===== config.mk =====
export PLATFORM = sky130hd
export DESIGN_NAME = nibble_rle_encoder_top
export DESIGN_NICKNAME = d
export VERILOG_FILES = /design/src/design/nre_pkg.sv /design/src/design/nre_window.sv /design/src/design/nre_seq.sv /design/src/design/nibble_rle_encoder_top.sv
export VERILOG_INCLUDE_DIRS = /design/src /design/src/design
export SDC_FILE = /design/constraint.sdc
export NUM_CORES = 1
export LEC_CHECK = 0
export BUFFER_PORTS_ARGS = -buffer_cell sky130_fd_sc_hd__clkbuf_2
export CORE_MARGIN = 2
export CORE_UTILIZATION = 46
export CTS_CLUSTER_DIAMETER = 30
export CTS_CLUSTER_SIZE = 12
export DETAILED_ROUTE_END_ITERATION = 10
export PLACE_DENSITY = 0.65
export SLEW_MARGIN = 20
export SYNTH_ARGS = -nofsm -noshare
export SYNTH_HDL_FRONTEND = slang
export SYNTH_SLANG_ARGS = --single-unit

===== constraint.sdc =====
create_clock -name i_clk -period 5.6 [get_ports i_clk]
set_input_delay 0.56 -clock i_clk [delete_from_list [all_inputs] [get_ports i_clk]]
set_output_delay 0.56 -clock i_clk [all_outputs]
set_load 0.05 [all_outputs]

===== src/design/assert_macros.svh =====
// ----------------------------------------------------------------------------
// assert_macros.svh
// shared concurrent assertion macros, clocked on i_clk, off while in reset
// ----------------------------------------------------------------------------
`ifndef ASSERT_MACROS_SVH
`define ASSERT_MACROS_SVH

// property must hold at every edge
`define NRE_ASSERT(label, prop, msg) \
    label: assert property (@(posedge i_clk) disable iff (!i_rst_n) (prop)) else $error(msg);

// expr must hold after cond (non-overlapping implication)
`define NRE_ASSERT_NEXT(label, cond, expr, msg) \
    label: assert property (@(posedge i_clk) disable iff (!i_rst_n) (cond) |=> (expr)) else $error(msg);

`endif


===== src/design/nre_pkg.sv =====
// ----------------------------------------------------------------------------
// nre_pkg
// shared constants and types of the nibble run-length encoder
// ----------------------------------------------------------------------------
`timescale 1ns / 1ps

package nre_pkg;

    localparam int WindowDepthDef = 32;
    localparam int LOOKAHEAD      = 22;   // pixels buffered before a group is decided
    localparam int PIX_W          = 4;
    localparam int TDATA_W        = 8;
    localparam int MAX_GROUP      = 8;    // longest literal or repeat group
    localparam int LIT_BASE       = 16;   // literal header is LIT_BASE - count

    // one code nibble from the sequencer to the output register
    typedef struct packed {
        logic             valid;
        logic [PIX_W-1:0] nibble;
        logic             last;
    } t_code_out;

endpackage


===== src/design/nre_window.sv =====
// ----------------------------------------------------------------------------
// nre_window
// circular pixel window: one write port, one registered read port
// ----------------------------------------------------------------------------
`timescale 1ns / 1ps

module nre_window #(
    parameter int Depth = nre_pkg::WindowDepthDef
) (
    input  logic                         i_clk,
    input  logic                         i_we,
    input  logic [$clog2(Depth)-1:0]     i_waddr,
    input  logic [nre_pkg::PIX_W-1:0]    i_wdata,
    input  logic [$clog2(Depth)-1:0]     i_raddr,
    output logic [nre_pkg::PIX_W-1:0]    o_rdata
);

    logic [nre_pkg::PIX_W-1:0] r_mem [Depth];
    logic [nre_pkg::PIX_W-1:0] r_rdata;

    always_ff @(posedge i_clk) begin
        if (i_we) begin
            r_mem[i_waddr] <= i_wdata;
        end
        r_rdata <= r_mem[i_raddr];
    end

    assign o_rdata = r_rdata;

endmodule


===== src/design/nre_seq.sv =====
// ----------------------------------------------------------------------------
// nre_seq
// group decision and code emission sequencer around one pixel comparator
// ----------------------------------------------------------------------------
`timescale 1ns / 1ps
`include "assert_macros.svh"

module nre_seq #(
    parameter int Depth = nre_pkg::WindowDepthDef
) (
    input  logic                         i_clk,
    input  logic                         i_rst_n,
    input  logic                         i_s_valid,
    input  logic [nre_pkg::PIX_W-1:0]    i_pixel,
    input  logic                         i_final,
    output logic                         o_s_ready,
    output logic                         o_we,
    output logic [$clog2(Depth)-1:0]     o_waddr,
    output logic [nre_pkg::PIX_W-1:0]    o_wdata,
    output logic [$clog2(Depth)-1:0]     o_raddr,
    input  logic [nre_pkg::PIX_W-1:0]    i_rdata,
    input  logic                         i_out_free,
    output nre_pkg::t_code_out           o_code
);

    localparam int AddrW = $clog2(Depth);
    localparam int CntW  = $clog2(Depth + 1);
    localparam int SumW  = CntW + 2;

    localparam logic [3:0] S_IDLE    = 4'd0;
    localparam logic [3:0] S_G_INIT  = 4'd1;
    localparam logic [3:0] S_G_FIRST = 4'd2;
    localparam logic [3:0] S_G_SCAN  = 4'd3;
    localparam logic [3:0] S_G_DEC   = 4'd4;
    localparam logic [3:0] S_E_HDR   = 4'd5;
    localparam logic [3:0] S_E_ADDR  = 4'd6;
    localparam logic [3:0] S_E_DATA  = 4'd7;
    localparam logic [3:0] S_UPD     = 4'd8;

    function automatic logic [AddrW-1:0] wrap(input logic [SumW-1:0] s);
        if (s >= SumW'(Depth)) begin
            return AddrW'(s - SumW'(Depth));
        end
        return AddrW'(s);
    endfunction

    // control
    logic [3:0]       r_state, n_state;
    logic [AddrW-1:0] r_head, n_head;
    logic [CntW-1:0]  r_count, n_count;
    logic             r_final, n_final;
    // working values of one group decision
    logic [CntW-1:0]  r_pos, n_pos;
    logic [3:0]       r_k, n_k;
    logic [3:0]       r_prev, n_prev;
    logic             r_same_done, n_same_done;
    logic             r_dif_done, n_dif_done;
    logic [3:0]       r_same_len, n_same_len;
    logic [3:0]       r_dif_len, n_dif_len;
    logic [4:0]       r_lit, n_lit;
    logic [4:0]       r_rep, n_rep;
    logic [3:0]       r_j, n_j;

    logic [CntW-1:0]  rem;
    logic [CntW:0]    roff;
    logic [3:0]       lit_c, rep_c, num, take;
    logic [CntW-1:0]  take_c;
    logic             use_lit;
    logic [3:0]       header;
    logic             eq, same_hit, dif_hit, same_dn, dif_dn, scan_end;
    logic [4:0]       lit_sum;
    logic [4:0]       rep_sum;
    logic [CntW-1:0]  pos_nx, cnt_nx;

    assign rem     = r_count - r_pos;
    assign lit_c   = (r_lit > 5'(nre_pkg::MAX_GROUP)) ? 4'(nre_pkg::MAX_GROUP) : r_lit[3:0];
    assign rep_c   = (r_rep > 5'(nre_pkg::MAX_GROUP)) ? 4'(nre_pkg::MAX_GROUP) : r_rep[3:0];
    assign use_lit = (lit_c != 4'd0);
    assign num     = use_lit ? lit_c : 4'd1;
    assign take    = use_lit ? lit_c : rep_c;
    assign take_c  = (CntW'(take) > r_count) ? r_count : CntW'(take);
    assign header  = use_lit ? 4'(5'(nre_pkg::LIT_BASE) - {1'b0, lit_c}) : 4'(rep_c - 4'd1);

    // read offset from the window head
    always_comb begin
        case (r_state)
            S_G_FIRST:           roff = (CntW+1)'(r_pos) + (CntW+1)'(1);
            S_G_SCAN:            roff = (CntW+1)'(r_pos) + (CntW+1)'(r_k) + (CntW+1)'(1);
            S_E_ADDR, S_E_DATA:  roff = (CntW+1)'(r_j);
            default:             roff = (CntW+1)'(r_pos);
        endcase
    end
    assign o_raddr = wrap(SumW'(r_head) + SumW'(roff));

    // the shared comparator and scan bookkeeping
    assign eq       = (r_prev == i_rdata);
    assign same_hit = !r_same_done && !eq && (r_k <= 4'd7);
    assign dif_hit  = !r_dif_done && eq;
    assign same_dn  = r_same_done | same_hit;
    assign dif_dn   = r_dif_done | dif_hit;
    assign scan_end = (r_k == 4'd8) || (CntW'(r_k) == rem - CntW'(1)) || (same_dn && dif_dn);

    assign lit_sum = r_lit + 5'(r_dif_len) + r_rep;
    assign rep_sum = r_rep + 5'd2;

    always_comb begin
        n_state     = r_state;
        n_head      = r_head;
        n_count     = r_count;
        n_final     = r_final;
        n_pos       = r_pos;
        n_k         = r_k;
        n_prev      = r_prev;
        n_same_done = r_same_done;
        n_dif_done  = r_dif_done;
        n_same_len  = r_same_len;
        n_dif_len   = r_dif_len;
        n_lit       = r_lit;
        n_rep       = r_rep;
        n_j         = r_j;
        o_s_ready   = 1'b0;
        o_we        = 1'b0;
        o_waddr     = wrap(SumW'(r_head) + SumW'(r_count));
        o_wdata     = i_pixel;
        o_code      = '0;
        pos_nx      = r_pos;
        cnt_nx      = r_count - take_c;

        unique case (r_state)
            S_IDLE: begin
                o_s_ready = 1'b1;
                if (i_s_valid) begin
                    o_we    = (r_count < CntW'(Depth));
                    n_count = r_count + CntW'(o_we);
                    n_final = i_final;
                    if (i_final || (n_count >= CntW'(nre_pkg::LOOKAHEAD))) begin
                        n_pos   = '0;
                        n_lit   = '0;
                        n_rep   = '0;
                        n_state = S_G_INIT;
                    end
                end
            end
            S_G_INIT: begin
                n_state = S_G_FIRST;
            end
            S_G_FIRST: begin
                n_prev      = i_rdata;
                n_k         = 4'd1;
                n_same_done = 1'b0;
                n_dif_done  = 1'b0;
                if (rem == CntW'(1)) begin
                    n_same_len = 4'd1;
                    n_dif_len  = 4'd1;
                    n_state    = S_G_DEC;
                end else begin
                    n_state = S_G_SCAN;
                end
            end
            S_G_SCAN: begin
                n_same_done = same_dn;
                n_dif_done  = dif_dn;
                if (same_hit) begin
                    n_same_len = r_k;
                end else if (scan_end && !r_same_done) begin
                    n_same_len = (rem > CntW'(8)) ? 4'd8 : 4'(rem);
                end
                if (dif_hit) begin
                    n_dif_len = r_k - 4'd1;
                end else if (scan_end && !r_dif_done) begin
                    n_dif_len = (rem > CntW'(9)) ? 4'd9 : 4'(rem);
                end
                if (scan_end) begin
                    n_state = S_G_DEC;
                end else begin
                    n_k    = r_k + 4'd1;
                    n_prev = i_rdata;
                end
            end
            S_G_DEC: begin
                if (r_same_len > 4'd2) begin
                    n_rep   = 5'(r_same_len);
                    n_state = S_E_HDR;
                end else if (r_same_len == 4'd2) begin
                    pos_nx  = r_pos + CntW'(2);
                    n_rep   = rep_sum;
                    n_pos   = pos_nx;
                    if ((rep_sum > 5'd6) || (r_lit == 5'd0) || (pos_nx >= r_count)) begin
                        n_state = S_E_HDR;
                    end else begin
                        n_state = S_G_INIT;
                    end
                end else begin
                    pos_nx = r_pos + CntW'(r_dif_len);
                    n_lit  = lit_sum;
                    n_rep  = '0;
                    n_pos  = pos_nx;
                    if ((lit_sum > 5'd7) || (pos_nx >= r_count)) begin
                        n_state = S_E_HDR;
                    end else begin
                        n_state = S_G_INIT;
                    end
                end
            end
            S_E_HDR: begin
                if (i_out_free) begin
                    o_code.valid  = 1'b1;
                    o_code.nibble = header;
                    n_j           = '0;
                    n_state       = S_E_ADDR;
                end
            end
            S_E_ADDR: begin
                n_state = S_E_DATA;
            end
            S_E_DATA: begin
                if (i_out_free) begin
                    o_code.valid  = 1'b1;
                    o_code.nibble = i_rdata;
                    o_code.last   = r_final && (r_j == num - 4'd1) && (take_c == r_count);
                    n_j           = r_j + 4'd1;
                    n_state       = (r_j == num - 4'd1) ? S_UPD : S_E_ADDR;
                end
            end
            S_UPD: begin
                n_head  = wrap(SumW'(r_head) + SumW'(take_c));
                n_count = cnt_nx;
                n_pos   = '0;
                n_lit   = '0;
                n_rep   = '0;
                if (r_final) begin
                    if (cnt_nx == '0) begin
                        n_head  = '0;
                        n_state = S_IDLE;
                    end else begin
                        n_state = S_G_INIT;
                    end
                end else if (cnt_nx >= CntW'(nre_pkg::LOOKAHEAD)) begin
                    n_state = S_G_INIT;
                end else begin
                    n_state = S_IDLE;
                end
            end
            default: begin
                n_state = S_IDLE;
            end
        endcase
    end

    always_ff @(posedge i_clk) begin
        if (!i_rst_n) begin
            r_state <= S_IDLE;
            r_head  <= '0;
            r_count <= '0;
            r_final <= 1'b0;
        end else begin
            r_state <= n_state;
            r_head  <= n_head;
            r_count <= n_count;
            r_final <= n_final;
        end
    end

    always_ff @(posedge i_clk) begin
        r_pos       <= n_pos;
        r_k         <= n_k;
        r_prev      <= n_prev;
        r_same_done <= n_same_done;
        r_dif_done  <= n_dif_done;
        r_same_len  <= n_same_len;
        r_dif_len   <= n_dif_len;
        r_lit       <= n_lit;
        r_rep       <= n_rep;
        r_j         <= n_j;
    end

    `NRE_ASSERT(a_count_bound, r_count <= CntW'(nre_pkg::LOOKAHEAD), "window count too large")
    `NRE_ASSERT(a_emit_free, o_code.valid |-> i_out_free, "code emitted into a full output")
    `NRE_ASSERT(a_scan_range, (r_state == S_G_SCAN) |-> ((r_pos + CntW'(r_k)) < r_count), "scan ran past the window")
    `NRE_ASSERT_NEXT(a_last_update, o_code.valid && o_code.last, r_state == S_UPD, "last code not followed by update")

endmodule


===== src/design/nibble_rle_encoder_top.sv =====
// ----------------------------------------------------------------------------
// nibble_rle_encoder_top
// streaming 4-bit run-length encoder for glyph pixels
// ----------------------------------------------------------------------------
// Pixels enter one per transfer and collect in a circular window. Once 22
// pixels are held, or when the transfer carrying tlast arrives, the sequencer
// decides groups at the window head and sends out 4-bit codes: a literal of
// n pixels (1..8) as 16-n then the pixels, a repeat of n equal pixels (2..8)
// as n-1 then the value; output tlast marks the last code of a bitmap. A pixel
// that makes no group is taken while the sequencer is idle. A group decision
// walks the window with one comparator: a scan pass sets up the read, takes
// the first pixel, compares pixels one by one (up to 8 per pass) and decides;
// emission then sends the header, reads each pixel back from the window
// memory in an address and a data step and updates the window. After a
// triggering pixel tready stays low through this work, and longer while the
// output is stalled. A flush repeats this until the window is empty.
`timescale 1ns / 1ps

module nibble_rle_encoder_top #(
    parameter int WINDOW_DEPTH = nre_pkg::WindowDepthDef
) (
    input  logic                          i_clk,
    input  logic                          i_rst_n,
    // slave side
    input  logic                          i_s_tvalid,
    output logic                          o_s_tready,
    input  logic [nre_pkg::TDATA_W-1:0]   i_s_tdata,   // [3:0] pixel
    input  logic                          i_s_tlast,   // final pixel of bitmap
    // master side
    output logic                          o_m_tvalid,
    input  logic                          i_m_tready,
    output logic [nre_pkg::TDATA_W-1:0]   o_m_tdata,   // [3:0] code nibble
    output logic                          o_m_tlast    // final code of bitmap
);

    localparam int AddrW = $clog2(WINDOW_DEPTH);

    logic                        we;
    logic [AddrW-1:0]            waddr, raddr;
    logic [nre_pkg::PIX_W-1:0]   wdata, rdata;
    logic                        out_free;
    nre_pkg::t_code_out          code;

    // output register
    logic                        r_m_valid;
    logic [nre_pkg::PIX_W-1:0]   r_m_nibble;
    logic                        r_m_last;

    // a new code may enter when the register is empty or draining
    assign out_free = !r_m_valid || i_m_tready;

    nre_window #(.Depth(WINDOW_DEPTH)) u_window (
        .i_clk   (i_clk),
        .i_we    (we),
        .i_waddr (waddr),
        .i_wdata (wdata),
        .i_raddr (raddr),
        .o_rdata (rdata)
    );

    nre_seq #(.Depth(WINDOW_DEPTH)) u_seq (
        .i_clk      (i_clk),
        .i_rst_n    (i_rst_n),
        .i_s_valid  (i_s_tvalid),
        .i_pixel    (i_s_tdata[nre_pkg::PIX_W-1:0]),
        .i_final    (i_s_tlast),
        .o_s_ready  (o_s_tready),
        .o_we       (we),
        .o_waddr    (waddr),
        .o_wdata    (wdata),
        .o_raddr    (raddr),
        .i_rdata    (rdata),
        .i_out_free (out_free),
        .o_code     (code)
    );

    always_ff @(posedge i_clk) begin
        if (!i_rst_n) begin
            r_m_valid <= 1'b0;
        end else if (code.valid) begin
            r_m_valid <= 1'b1;
        end else if (i_m_tready) begin
            r_m_valid <= 1'b0;
        end
    end

    // payload needs no reset
    always_ff @(posedge i_clk) begin
        if (code.valid) begin
            r_m_nibble <= code.nibble;
            r_m_last   <= code.last;
        end
    end

    assign o_m_tvalid = r_m_valid;
    assign o_m_tdata  = {{(nre_pkg::TDATA_W - nre_pkg::PIX_W){1'b0}}, r_m_nibble};
    assign o_m_tlast  = r_m_last;

endmodule

### After elaboration in Yosys (flattened, before gate mapping)

Memories as Yosys holds them, arrays and structs flattened. A register that Yosys moved wholly into a read port is not among the register bits.
Cells that the tools add are included.

| storage, ports and cells | value |
|---|---|
| memory bits (writable) | 128 |
| memories kept | 1 |
| output and inout bits | 11 |
| register bits | 60 |

Memories:

| memory | words | width | read ports | clocked after Yosys merged registers in | wr ports | line | RTL |
|---|---|---|---|---|---|---|---|
| u_window.r_mem | 32 | 4 | 1 | 1 | 1 | nre_window.sv:18 | `logic [nre_pkg::PIX_W-1:0] r_mem [Depth];` |

| cells by class | value |
|---|---|
| add/sub/neg operators | 24 |
| eq/ne operators | 26 |
| muxes and demuxes | 77 |
| $lt $le $gt $ge | 17 |
| bitwise logic cells | 2 |
| reduce and logical (&&, ||, !) cells | 40 |

Operators by type and width:

| cell | number |
|---|---|
| two-way mux 4 bit | 25 |
| two-way mux 5 bit | 15 |
| two-way mux 6 bit | 7 |
| case mux 4 bit (2 select lines) | 5 |
| case mux 4 bit (9 select lines) | 1 |
| case mux 5 bit (3 select lines) | 2 |
| case mux 7 bit (3 select lines) | 1 |
| case mux 6 bit (3 select lines) | 1 |
| == test 4 x 3 -> 1 bit, second input constant | 4 |
| subtractor 5 x 1 -> 5 bit, second input constant | 3 |
| adder 5 x 6 -> 7 bit | 2 |
| >= comparator 7 x 6 -> 1 bit, second input constant | 2 |
| two-way mux 1 bit | 13 |
| == test 4 x 2 -> 1 bit, second input constant | 3 |
| >= comparator 6 x 5 -> 1 bit, second input constant | 2 |
| >= comparator 6 bit | 2 |
| > comparator 6 x 4 -> 1 bit, second input constant | 2 |
| != test 2 bit, second input constant | 6 |
| case mux 6 bit (2 select lines) | 1 |
| AND reduction 3 bit | 4 |
| subtractor 4 x 1 -> 4 bit, second input constant | 3 |
| subtractor 6 bit | 2 |
| > comparator 5 x 3 -> 1 bit, second input constant | 2 |
| > comparator 5 x 4 -> 1 bit, second input constant | 2 |
| other kinds (43) | 76 |

### Logic depth before layout (Yosys ltp)

Gate-level depths: netlist (run 1).

| logic depth | value |
|---|---|
| word-level depth | 13 |
| gate-level depth with buffers | 22 |
| depth with buffers taken out | 22 |

### Modules after synthesis

A second synthesis (run 1) with hierarchy kept.

| unflattened totals | value |
|---|---|
| cell total of the unflattened synthesis | 858 |
| area total of the unflattened synthesis | 10682.7 um^2 |

Modules (own cells, without submodules):

| module | sequential area each (um^2) | cells each | instances | area each (um^2) |
|---|---|---|---|---|
| nre_seq | 1461.4 | 613 | 1 | 5311.3 |
| nre_window | 3923.8 | 231 | 1 | 5138.7 |
| nibble_rle_encoder_top | 170.2 | 14 | 1 | 232.7 |

### Least setup slack after synthesis (run 1)

OpenSTA, ideal clock, no wires.

| timing path | value |
|---|---|
| path kind | register to register |
| from | register u_seq.r_lit[3] |
| to | register u_seq.r_state[0] |
| setup slack | 1.366 ns |
| library setup time | 0.123 ns |
| path buffers | 0 |
| data arrival time | 4.111 ns |
| stages on the path, launching flop included | 21 |
| cell sequence | edfxtp_1 > nor2_1 > nand2_1 > ha_1 > nor4b_2 > nand3_1 > o21a_1 > ha_1 > nand4_1 > o2111a_1 > nor2_1 > a21oi_1 > inv_1 > ha_1 > nor2b_1 > o31a_1 > nor3_1 > xnor2_1 > nand3_1 > a31oi_1 > a31oi_1 |

| on the way | value |
|---|---|
| cells in the longest elaborated chain, start to end | 11 |

Ends and longest elaborated chain:

| what | line | RTL |
|---|---|---|
| start: declaration | nre_seq.sv:60 | `logic [4:0] r_lit, n_lit;` |
| start signal: assignment | nre_seq.sv:272 | `r_lit <= n_lit;` |
| > comparator 5 x 4 -> 1 bit | nre_seq.sv:76 | `assign lit_c = (r_lit > 5'(nre_pkg::MAX_GROUP)) ? 4'(nre_pkg::MAX_GROUP) : r_lit[3:0];` |
| two-way mux 4 bit * | nre_seq.sv:76 |  |
| nonzero test 4 bit | nre_seq.sv:78 | `assign use_lit = (lit_c != 4'd0);` |
| two-way mux 4 bit * | nre_seq.sv:80 | `assign take = use_lit ? lit_c : rep_c;` |
| > comparator 4 x 6 -> 1 bit | nre_seq.sv:81 | `assign take_c = (CntW'(take) > r_count) ? r_count : CntW'(take);` |
| two-way mux 6 bit * | nre_seq.sv:81 |  |
| subtractor 6 bit * | nre_seq.sv:127 | `cnt_nx = r_count - take_c;` |
| >= comparator 6 x 5 -> 1 bit / logical NOT 6 bit (equally long branches) | nre_seq.sv:238, nre_seq.sv:232 |  |
| two-way mux 1 bit (on tied branches) | nre_seq.sv:238, nre_seq.sv:232 |  |
| two-way mux 4 bit * | nre_seq.sv:231 | `if (r_final) begin` |
| case mux 4 bit (9 select lines) * | nre_seq.sv:129 | `unique case (r_state)` |
| end signal: assignment | nre_seq.sv:257 | `r_state <= n_state;` |
| end: declaration | nre_seq.sv:48 | `logic [3:0] r_state, n_state;` |

Mark *: on every way between the ends. The rest lies on a longest branch, timed or not.
A chain may end at the register's enable or synchronous reset.

### Worst setup path in the final report (run 1)

Ends and elaborated chain as after synthesis.

==> results.cfg, run 1 <==
[synth]
syn_inst = 943
synth_edf_count = 171
ys_ff_latch = 192
yosysMostFrequentCell = edfxtp_1
postSynthAreaPerCell_sq_um = 11.8
synth_ff_type = edfxtp_1
yosys-top-cells-area = edfxtp_1 46%, ha_1 7.3%, mux4_2 6.5%
ys_seq_area_share_pct = 49.8
yosys.area.top_type = edfxtp_1
async_reset_ff_share_pct = 0
yosys.area.top_type_share_pct = 46.0
syn_area_sq_um = 11200
netlist_top_cells_count = 171 x edfxtp_1, 99 x nor2_1, 65 x ha_1
synth_cell_type_count = 85
ys_warn_count = 0

[drt]
drc_errors = 0
drt_iter0_drc = 667
antenna_left = 0
drt-vias-per-instance = 5.87
dr_total_vias = 7504
routed_wl_mm = 25.9
first_pass_iters = 6
avgRoutedWirePerCell_um = 20.3

[pwr]
seqPwrFrac_pct = 37.6
peakVddDrop_mv = 0.237
combPwrFrac_pct = 34.0
switching_power_mw = 1.71
p_sw_share_pct = 36.8
p_per_area_nw_per_um2 = 382
cell_internal_pwr_mw = 2.94
clkPwrFrac_pct = 28.4
finalPower_mw = 4.65
p_leak_nw = 4.24

[floorplan]
die_area_sq_um = 25500
initial_utilization_pct = 47.3
coreArea_sq_um = 23600
dieHeight_um = 160
rows = 56
die_w_um = 160
io_pins = 24

[setup_path]
worst-setup-path-type = register to register
critPathLaunch = u_seq.r_lit[3]$_SDFFCE_PN0P_
cp.arrival_ps = 5360
required_ps = 5940
cp_max_fo = 8
rrSetupSlack_ps = 570
reg2reg_from = u_seq.r_lit[3]$_SDFFCE_PN0P_
cp-start-kind = register
worst_setup_path_end_kind = register

[clocking]
clk_pin_slew_ps = 90
root_buffer = clkbuf_16
clock_latency_ps = 450
cts_tree = yes
htree_levels = 4
numClockSinks = 192
cts_setup_buffers = 0
ctsHoldBuffers = 0
cts_buffers = 17
clk_path_buf_depth = 2
cts_resized = 0

[sta]
clock.fmax_mhz = 199
maxSlewHeadroom_pct = 24.0
clock_skew_ps = 15.5
setup_viol = 0
tightest_slew_ps = 1130
finalCriticalPeriod_ps = 5030
fin_crit_sh_pct = 89.8
hold_ws_ps = 357
tns_ps = 0
finalHoldViolCount = 0
rsz0062_at_grt = false
setup_ws_ps = 574
drv_slew = 0

[hold_path]
holdCritStartpoint = i_s_tlast
hold_class = input port to register

[placement]
gp_congestion = 0.864
io_buffer_count = 15
preCtsSetupSlack_ps = 623
placed_cells_incl_taps = 1246
post-dp-hpwl_mm = 18.4
placed_area_sq_um = 11500

[grt]
grt_overflow = 0
antenna_found_initial = 0
grt_pass1_vias = 7279
grt_usage_pct = 20.5
grt_max_degree = 33
grt_pass1_wl_mm = 40.7

[final_layout]
finalNonFillerCells = 1278
synthToLayoutAreaGrowth_pct = 8.98
final_nets = 1036
fin_util_pct = 51.5
fin_area_sq_um = 12200
antenna_cells = 0
drive_gt1_share_pct = 11.7

[flow_run]
cap_viol_max_count = 0

[status]
outcome = complete, no violations
==> critical path: stages, from the launching register on <==
cell,delay (ps)
edfxtp_1,490
nor2_1,190
nand2_1,130
ha_1,260
nor4b_2,500
nand3_1,180
o21a_1,170
ha_1,280
nand4_1,70
o2111a_1,320
nor2_1,80
a21oi_1,320
inv_1,150
ha_1,300
nor2b_1,150
o31a_1,260
nor3_1,180
xnor2_1,240
nand3_1,310
a31oi_1,250
a31oi_1,100
==> cell families (layout without fill, tap and decap cells) <==
family | after synthesis | count (layout) | share of synthesized area, %
AOI/OAI and AO/OA | 188 | 188 | 11.5
other | 1 | 4 | 0.0336
xor gates and xnor gates | 57 | 57 | 4.66
muxes | 54 | 54 | 8.44
DFF | 192 | 192 | 49.8
buffers and inverters | 78 | 91 | 2.97
and+or+nand+nor | 296 | 296 | 13.2
adders and majority gates | 77 | 77 | 9.44
==> layout make-up <==
class | instances | area, sq um
Clock inverter | 15 | 220
Sequential cell | 192 | 5560
Multi-Input combinational cell | 676 | 5290
Fill cell | 2027 | 11500
Clock buffer | 17 | 425
Tap cell | 319 | 399
Inverter | 37 | 139
Timing Repair Buffer | 22 | 128
==> cells in the final DEF, fill, tap and decap left out, types with 4 or more instances in the layout <==
cell type  instances
a211oi_1          17
a21o_1            11
a21oi_1           49
a311oi_1          15
a31oi_1            6
and2_1             7
and3_1             6
buf_4              7
clkbuf_16         17
clkbuf_2          15
conb_1             4
dfxtp_1           21
edfxtp_1         171
fa_1              12
ha_1              64
inv_1             37
inv_12             7
mux2i_1           21
mux4_2            32
nand2_1           59
nand2b_1           9
nand3_1           38
nand3b_1           4
nand4_1            5
nor2_1            99
nor2b_1           11
nor3_1            25
nor4_1            10
o21a_1             7
o21ai_0           35
or3_1              5
xnor2_1           32
xor2_1            23
==> worst paths after layout <==
| kind | endpoint | cells past startpoint |
|---|---|---|
| setup / recovery | u_seq.r_state[0]$_SDFFE_PN0P_ | 20 |
| hold / removal | u_seq.r_final$_SDFFE_PN0P_ | 3 |
| setup reg to reg | u_seq.r_state[0]$_SDFFE_PN0P_ | 20 |
| hold reg to reg | u_seq.r_prev[2]$_DFFE_PP_ | 0 |
==> layer usage <==
metal | GRT usage [%] | share of wire, % | up-vias
li1 | - | - | 3578
met1 | 29.9 | 47 | 3668
met2 | 32.1 | 46 | 227
met3 | 3.25 | 5.1 | 31
met4 | 5.25 | 1.8 | 0
met5 | 0 | 0 | -
==> power by group through the flow <==
stage / Sequential (mW) / Clock (mW) / Combinational [mW]
finish: 1.75 / 1.32 / 1.58
global route: 1.76 / 1.39 / 1.74
CTS: 1.75 / 1.34 / 1.57
detailed placement: 1.78 / 0 / 1.56
global placement: 1.78 / 0 / 1.54
floorplan: 1.73 / 0 / 1.21
==> state kept, by name, summed over array words and instances, names as in the netlist, 5 cells and up <==
name,flops
u_seq.r_head,5
u_seq.r_lit,5
u_window.r_mem,128
u_seq.r_count,6
u_seq.r_rep,5
u_seq.r_pos,6
Power figures use the tool's default switching activity.
==> inputs of run 2 (changes only) <==
CTS_CLUSTER_DIAMETER = not set   (was 30)
SYNTH_HIERARCHICAL = 1   (was not set)
==> run 2 against run 1 <==
Net effect:
- clock skew grew 5.0 ps
- via count is 11% lower
- maximum frequency decreased by 1.8%
- worst setup slack got worse by 94 ps
- critical path depth increased by 2
- die area is 4.2% lower
- count of clock-buffer cells in the layout unchanged
- utilization fell by 0.30 points
- sequential share of layout area is 2.1 points higher
- hold slack better by 17 ps
- first-iteration DRC count is 9.1% lower
==> results.cfg, run 2 <==
[sta]
maxSlewHeadroom_pct = 39.0
tightest_slew_ps = 914
finalHoldViolCount = 0
drv_slew = 0
finalCriticalPeriod_ps = 5120
tns_ps = 0
clock_skew_ps = 20.5
clock.fmax_mhz = 195
setup_viol = 0
rsz0062_at_grt = false
fin_crit_sh_pct = 91.4

[drt]
drc_errors = 0
avgRoutedWirePerCell_um = 19.7
dr_total_vias = 6678
top_layer = met4
antenna_left = 0
drt_iter0_drc = 606
drt-vias-per-instance = 5.74
first_pass_iters = 7
wl_met2_mm = 10.8
dr_wl_met3_mm = 1.23
routed_wl_mm = 22.9
met1_length_mm = 10.5

[pwr]
switching_power_mw = 1.30
peakVddDrop_mv = 0.218
clkPwrFrac_pct = 30.7
combPwrFrac_pct = 26.3
p_per_area_nw_per_um2 = 346
cell_internal_pwr_mw = 2.72
p_sw_share_pct = 32.3
seqPwrFrac_pct = 43.0
finalPower_mw = 4.02
p_leak_nw = 4.15

[final_layout]
layout_common_cells = 171 x edfxtp_1, 103 x nor2_1, 63 x ha_1, 47 x nand2_1, 44 x inv_1
finalNonFillerCells = 1163
fin_area_sq_um = 11600
biggestRegsByFlops = u_window/r_mem (128), u_seq/r_count (6), u_seq/r_pos (6)
synthToLayoutAreaGrowth_pct = 8.84
regMostFlops = u_window/r_mem
drive_gt1_share_pct = 13.7
final_nets = 954
layout_commonest_cell = edfxtp_1
largest_register_ffs = 128
antenna_cells = 0

[setup_path]
slowest_stage = edfxtp_1
reg2reg_from = u_seq/r_lit[3]$_SDFFCE_PN0P_
crit_chain = nor2_1, nand2_1, ha_1, nand2b_1, nor2_1, o21ai_0, ha_1, nor2b_1, o21a_1, o21a_1, o211ai_1, mux2_2, inv_1, ha_1, nor2b_1, o21ai_0, nand2b_1, a211oi_1, xnor2_1, o21a_1, a211oi_1, o311a_1
max_stage_delay_ps = 440
worst-setup-path-type = register to register
cp-start-kind = register
worst_setup_path_end_kind = register
cp_max_fo = 7
rrSetupSlack_ps = 480
reg2reg_depth = 22
r2r-end = u_seq/r_state[0]$_SDFFE_PN0P_
cp.arrival_ps = 5460
required_ps = 5940

[grt]
grt_pass1_wl_mm = 36.8
grt_usage_pct = 19.8
grt_max_degree = 33
antenna_found_initial = 0
grt_pass1_vias = 6629
grt_overflow = 0

[status]
outcome = complete, no violations

[clocking]
numClockSinks = 192
htree_levels = 4
clk_pin_slew_ps = 80
root_buffer = clkbuf_16
cts_tree = yes
clock_latency_ps = 450
cts_buffers = 17
cts_setup_buffers = 0
clk_path_buf_depth = 2

[synth]
yosys.area.top_type = edfxtp_1
ys_seq_area_share_pct = 52.0
yosys-top-cells-area = edfxtp_1 48%, mux4_2 8.4%, ha_1 7.5%
ys_warn_count = 6
ys_ff_latch = 192
syn_area_sq_um = 10700
yosysMostFrequentCell = edfxtp_1
synth_ff_type = edfxtp_1
synth_cell_type_count = 69
yosys.area.top_type_share_pct = 48.1
syn_inst = 858
synth_edf_count = 171
async_reset_ff_share_pct = 0
postSynthAreaPerCell_sq_um = 12.5
netlist_top_cells_count = 171 x edfxtp_1, 103 x nor2_1, 64 x ha_1

[flow_run]
cap_viol_max_count = 0

[hold_path]
hold_class = input port to register
holdCritStartpoint = i_s_tlast
min_path_cells = 3
holdPathEnd = u_seq/r_final$_SDFFE_PN0P_

[floorplan]
dieHeight_um = 156
rows = 55
coreArea_sq_um = 22700
io_pins = 24
initial_utilization_pct = 47.0
die_w_um = 156
die_area_sq_um = 24500

[placement]
placed_area_sq_um = 11000
gp_congestion = 0.862
placed_cells_incl_taps = 1131
io_buffer_count = 15
post-dp-hpwl_mm = 16.8
==> run 2: area by class of cell <==
type | instances | area (sq um)
Clock buffer | 17 | 425
Clock inverter | 15 | 201
Fill cell | 1951 | 11100
Inverter | 44 | 165
Multi-Input combinational cell | 589 | 4800
Sequential cell | 192 | 5560
Tap cell | 285 | 357
Timing Repair Buffer | 21 | 120
==> run 2: per-layer routing <==
metal,vias to the layer above,GRT usage (%)
met5,-,0
met4,0,5.16
met3,29,4.71
met2,204,31.8
met1,3255,27.3
li1,3190,-
==> run 2: worst max-delay path, delay by kind of cell, from the launching register on <==
family	cells	cell delay, ps
AO/OA/AOI/OAI	9	1800
XOR/XNOR	1	260
buffers and inverters	1	110
AND/OR/NAND/NOR	7	1140
flip-flops	1	440
multiplexers	1	410
adder cells (fa/ha/maj)	3	850
==> run 2: worst max path at each step <==
| stage | startpoint | to | slack, ps |
|---|---|---|---|
| 6_report | u_seq/r_lit[3]$_SDFFCE_PN0P_ | u_seq/r_state[0]$_SDFFE_PN0P_ | 480 |
| 5_1_grt | u_seq/r_lit[3]$_SDFFCE_PN0P_ | u_seq/r_state[0]$_SDFFE_PN0P_ | 40 |
| 4_1_cts | u_seq/r_lit[3]$_SDFFCE_PN0P_ | u_seq/r_state[0]$_SDFFE_PN0P_ | 420 |
| 3_5_place_dp | u_seq/r_lit[3]$_SDFFCE_PN0P_ | u_seq/r_head[1]$_SDFFE_PN0P_ | 450 |
| 3_3_place_gp | u_seq/r_lit[3]$_SDFFCE_PN0P_ | u_seq/r_head[1]$_SDFFE_PN0P_ | 540 |
| 2_1_floorplan | u_seq/r_lit[3]$_SDFFCE_PN0P_ | u_seq/r_state[0]$_SDFFE_PN0P_ | 990 |
==> run 2: cells by family (layout without fill, tap and decap cells) <==
logic type / Yosys count / in the layout / share of synthesized area, %
XOR/XNOR: 60 / 60 / 5.31
other: 1 / 4 / 0.0351
AO/OA/AOI/OAI: 136 / 136 / 8.25
flip-flops: 192 / 192 / 52.0
adder cells (fa/ha/maj): 76 / 76 / 9.74
multiplexers: 49 / 49 / 9.39
AND/OR/NAND/NOR: 264 / 264 / 11.9
buffers and inverters: 80 / 97 / 3.38
==> run 2: per-stage QoR <==
step	hold WS [ps]	utilization [%]	worst slack, ps
final	374	51.2	480
after global routing	374	51.2	40.8
after CTS	360	51.2	422
after detailed placement	481	48.4	446
after global placement	480	48.4	541
after floorplan	444	-	990
==> run 2: repair_timing <==
item | in CTS | in global routing
setup endpoints to repair | 0 | 6
endpoints found under the hold margin | 0 | 0
hold buffers | 0 | 0
resized for setup | 0 | 1
==> run 2: power by group through the flow <==
stage | Combinational, mW | Clock, mW | Sequential [mW]
floorplan | 0.847 | 0 | 1.71
CTS | 1.06 | 1.27 | 1.73
global placement | 1.04 | 0 | 1.76
finish | 1.06 | 1.24 | 1.73
global route | 1.17 | 1.32 | 1.74
detailed placement | 1.05 | 0 | 1.76
==> inputs of run 3 (changes only) <==
SETUP_SLACK_MARGIN = 0.5   (was not set)
SLEW_MARGIN = 40   (was 20)
==> run 3 against run 2 <==
Net effect:
- count of clock-buffer cells in the layout unchanged
- hold slack improved by 1.8 ps
- non-clock buffer count up 1
- first-iteration DRC count is 12% higher
- register-to-register slack better by 320 ps
- cell area increased by 0.53%
- combinational power hardly changed
- global-route usage grew 0.14 points
- sequential power barely moved
- via count grew 1.3%
==> results.cfg, run 3 (synthesized netlist as in run 2, its figures left out) <==
[grt]
antenna_found_initial = 0
grt_max_degree = 33
grt_usage_pct = 20.0
grt_pass1_wl_mm = 37.2
grt_overflow = 0
grt_pass1_vias = 6723

[drt]
drt-vias-per-instance = 5.81
routed_wl_mm = 23.1
dr_total_vias = 6768
avgRoutedWirePerCell_um = 19.9
antenna_left = 0
first_pass_iters = 5
drc_errors = 0
drt_iter0_drc = 680

[floorplan]
io_pins = 24
die_area_sq_um = 24500
die_w_um = 156
initial_utilization_pct = 47.0
rows = 55
dieHeight_um = 156
coreArea_sq_um = 22700

[pwr]
p_per_area_nw_per_um2 = 348
switching_power_mw = 1.33
clkPwrFrac_pct = 31.2
seqPwrFrac_pct = 42.5
p_sw_share_pct = 32.7
peakVddDrop_mv = 0.235
combPwrFrac_pct = 26.3
cell_internal_pwr_mw = 2.74
p_leak_nw = 4.17

[sta]
tightest_slew_ps = 753
tns_ps = 0
clock.fmax_mhz = 208
setup_viol = 0
drv_slew = 0
maxSlewHeadroom_pct = 49.4
clock_skew_ps = 15.8
fin_crit_sh_pct = 85.8
finalHoldViolCount = 0
finalCriticalPeriod_ps = 4800
rsz0062_at_grt = false

[final_layout]
final_nets = 955
layout_common_cells = 171 x edfxtp_1, 101 x nor2_1, 62 x ha_1, 47 x nand2_1, 44 x inv_1
num-fill-cells = 1917
seqCellArea_sq_um = 5560
biggestRegsByFlops = u_window/r_mem (128), u_seq/r_count (6), u_seq/r_pos (6)
regMostFlops = u_window/r_mem
largest_register_ffs = 128
layout_commonest_cell = edfxtp_1
fin_util_pct = 51.5
drive_gt1_share_pct = 14.4
antenna_cells = 0
synthToLayoutAreaGrowth_pct = 9.42
multiInputGateArea_sq_um = 4840
fin_area_sq_um = 11700

[clocking]
clk_pin_slew_ps = 80
root_buffer = clkbuf_16
numClockSinks = 192
cts_tree = yes
clk_path_buf_depth = 2
clock_latency_ps = 440
cts_buffers = 17
htree_levels = 4

[placement]
gp_congestion = 0.862
post-dp-hpwl_mm = 16.8
placed_area_sq_um = 11000
io_buffer_count = 15

[flow_run]
cap_viol_max_count = 0

[setup_path]
cp.arrival_ps = 5140
required_ps = 5930
worst_setup_path_end_kind = register
cp_max_fo = 7
worst-setup-path-type = register to register
cp-start-kind = register

[status]
outcome = complete, no violations

[hold_path]
hold_class = input port to register
run 3: final timing paths:
check        cells after the start                         start  slack (ps)                            end
min                              3                     i_s_tlast         380     u_seq/r_final$_SDFFE_PN0P_
min reg2reg                      2    u_seq/r_final$_SDFFE_PN0P_         510     u_seq/r_final$_SDFFE_PN0P_
max reg2reg                     22  u_seq/r_lit[4]$_SDFFCE_PN0P_         800  u_seq/r_state[0]$_SDFFE_PN0P_
max                             22  u_seq/r_lit[4]$_SDFFCE_PN0P_         800  u_seq/r_state[0]$_SDFFE_PN0P_
run 3: worst max-delay path: stages (launching register included):
cell      delay [ps]
edfxtp_1         470
nor2_4           170
nand2_1          120
ha_2             240
nand2b_1         200
nor2_4            70
o21ai_1          250
ha_1             310
nor2b_1          130
o21a_1           150
o21a_1           160
o211ai_1         210
mux2_2           410
inv_1            110
ha_1             250
nor2b_1          130
o21ai_0          140
nand2b_1         120
a211oi_1         300
xnor2_1          260
o21a_1           160
a211oi_1          40
o311a_1          310
run 3: power by group through the flow:
| stage | registers, mW | clock network (mW) | logic, mW |
|---|---|---|---|
| floorplan | 1.71 | 0 | 0.847 |
| global placement | 1.76 | 0 | 1.04 |
| detailed placement | 1.76 | 0 | 1.06 |
| CTS | 1.73 | 1.30 | 1.07 |
| global route | 1.74 | 1.35 | 1.18 |
| finish | 1.73 | 1.27 | 1.07 |
run 3: per-layer routing:
metal  share of wire (%)  GRT usage (%)  up-vias
met2                  47           31.7      224
met5                   0              0        -
li1                    -              -     3190
met3                 5.5           3.46       37
met1                  46           28.2     3317
met4                 2.2           6.33        0
run 3: final cells by class:
type | instances | share of cell area [%]
repair buffers | 22 | 1.09
inverters | 44 | 1.41
multi-input cells | 589 | 41.4
clock buffers | 17 | 3.64
flip-flops and latches | 192 | 47.5
clock inverters | 15 | 1.83
well taps | 285 | 3.05
run 3: what timing repair did:
action | in CTS | in global routing
pin swaps | 0 | 1
hold endpoints to repair | 0 | 0
hold buffers | 0 | 0
endpoints found under the setup margin | 6 | 6
resized for setup | 2 | 5
buffers inserted | 0 | 1
run 3: metrics by stage:
stage,power (mW),hold WS (ps),worst slack (ps),cells
final,4.07,375,798,1164
after global routing,4.28,369,503,1164
after CTS,4.10,352,567,1163
after detailed placement,2.82,491,461,1131
after global placement,2.80,480,541,1131
after floorplan,2.56,444,990,861
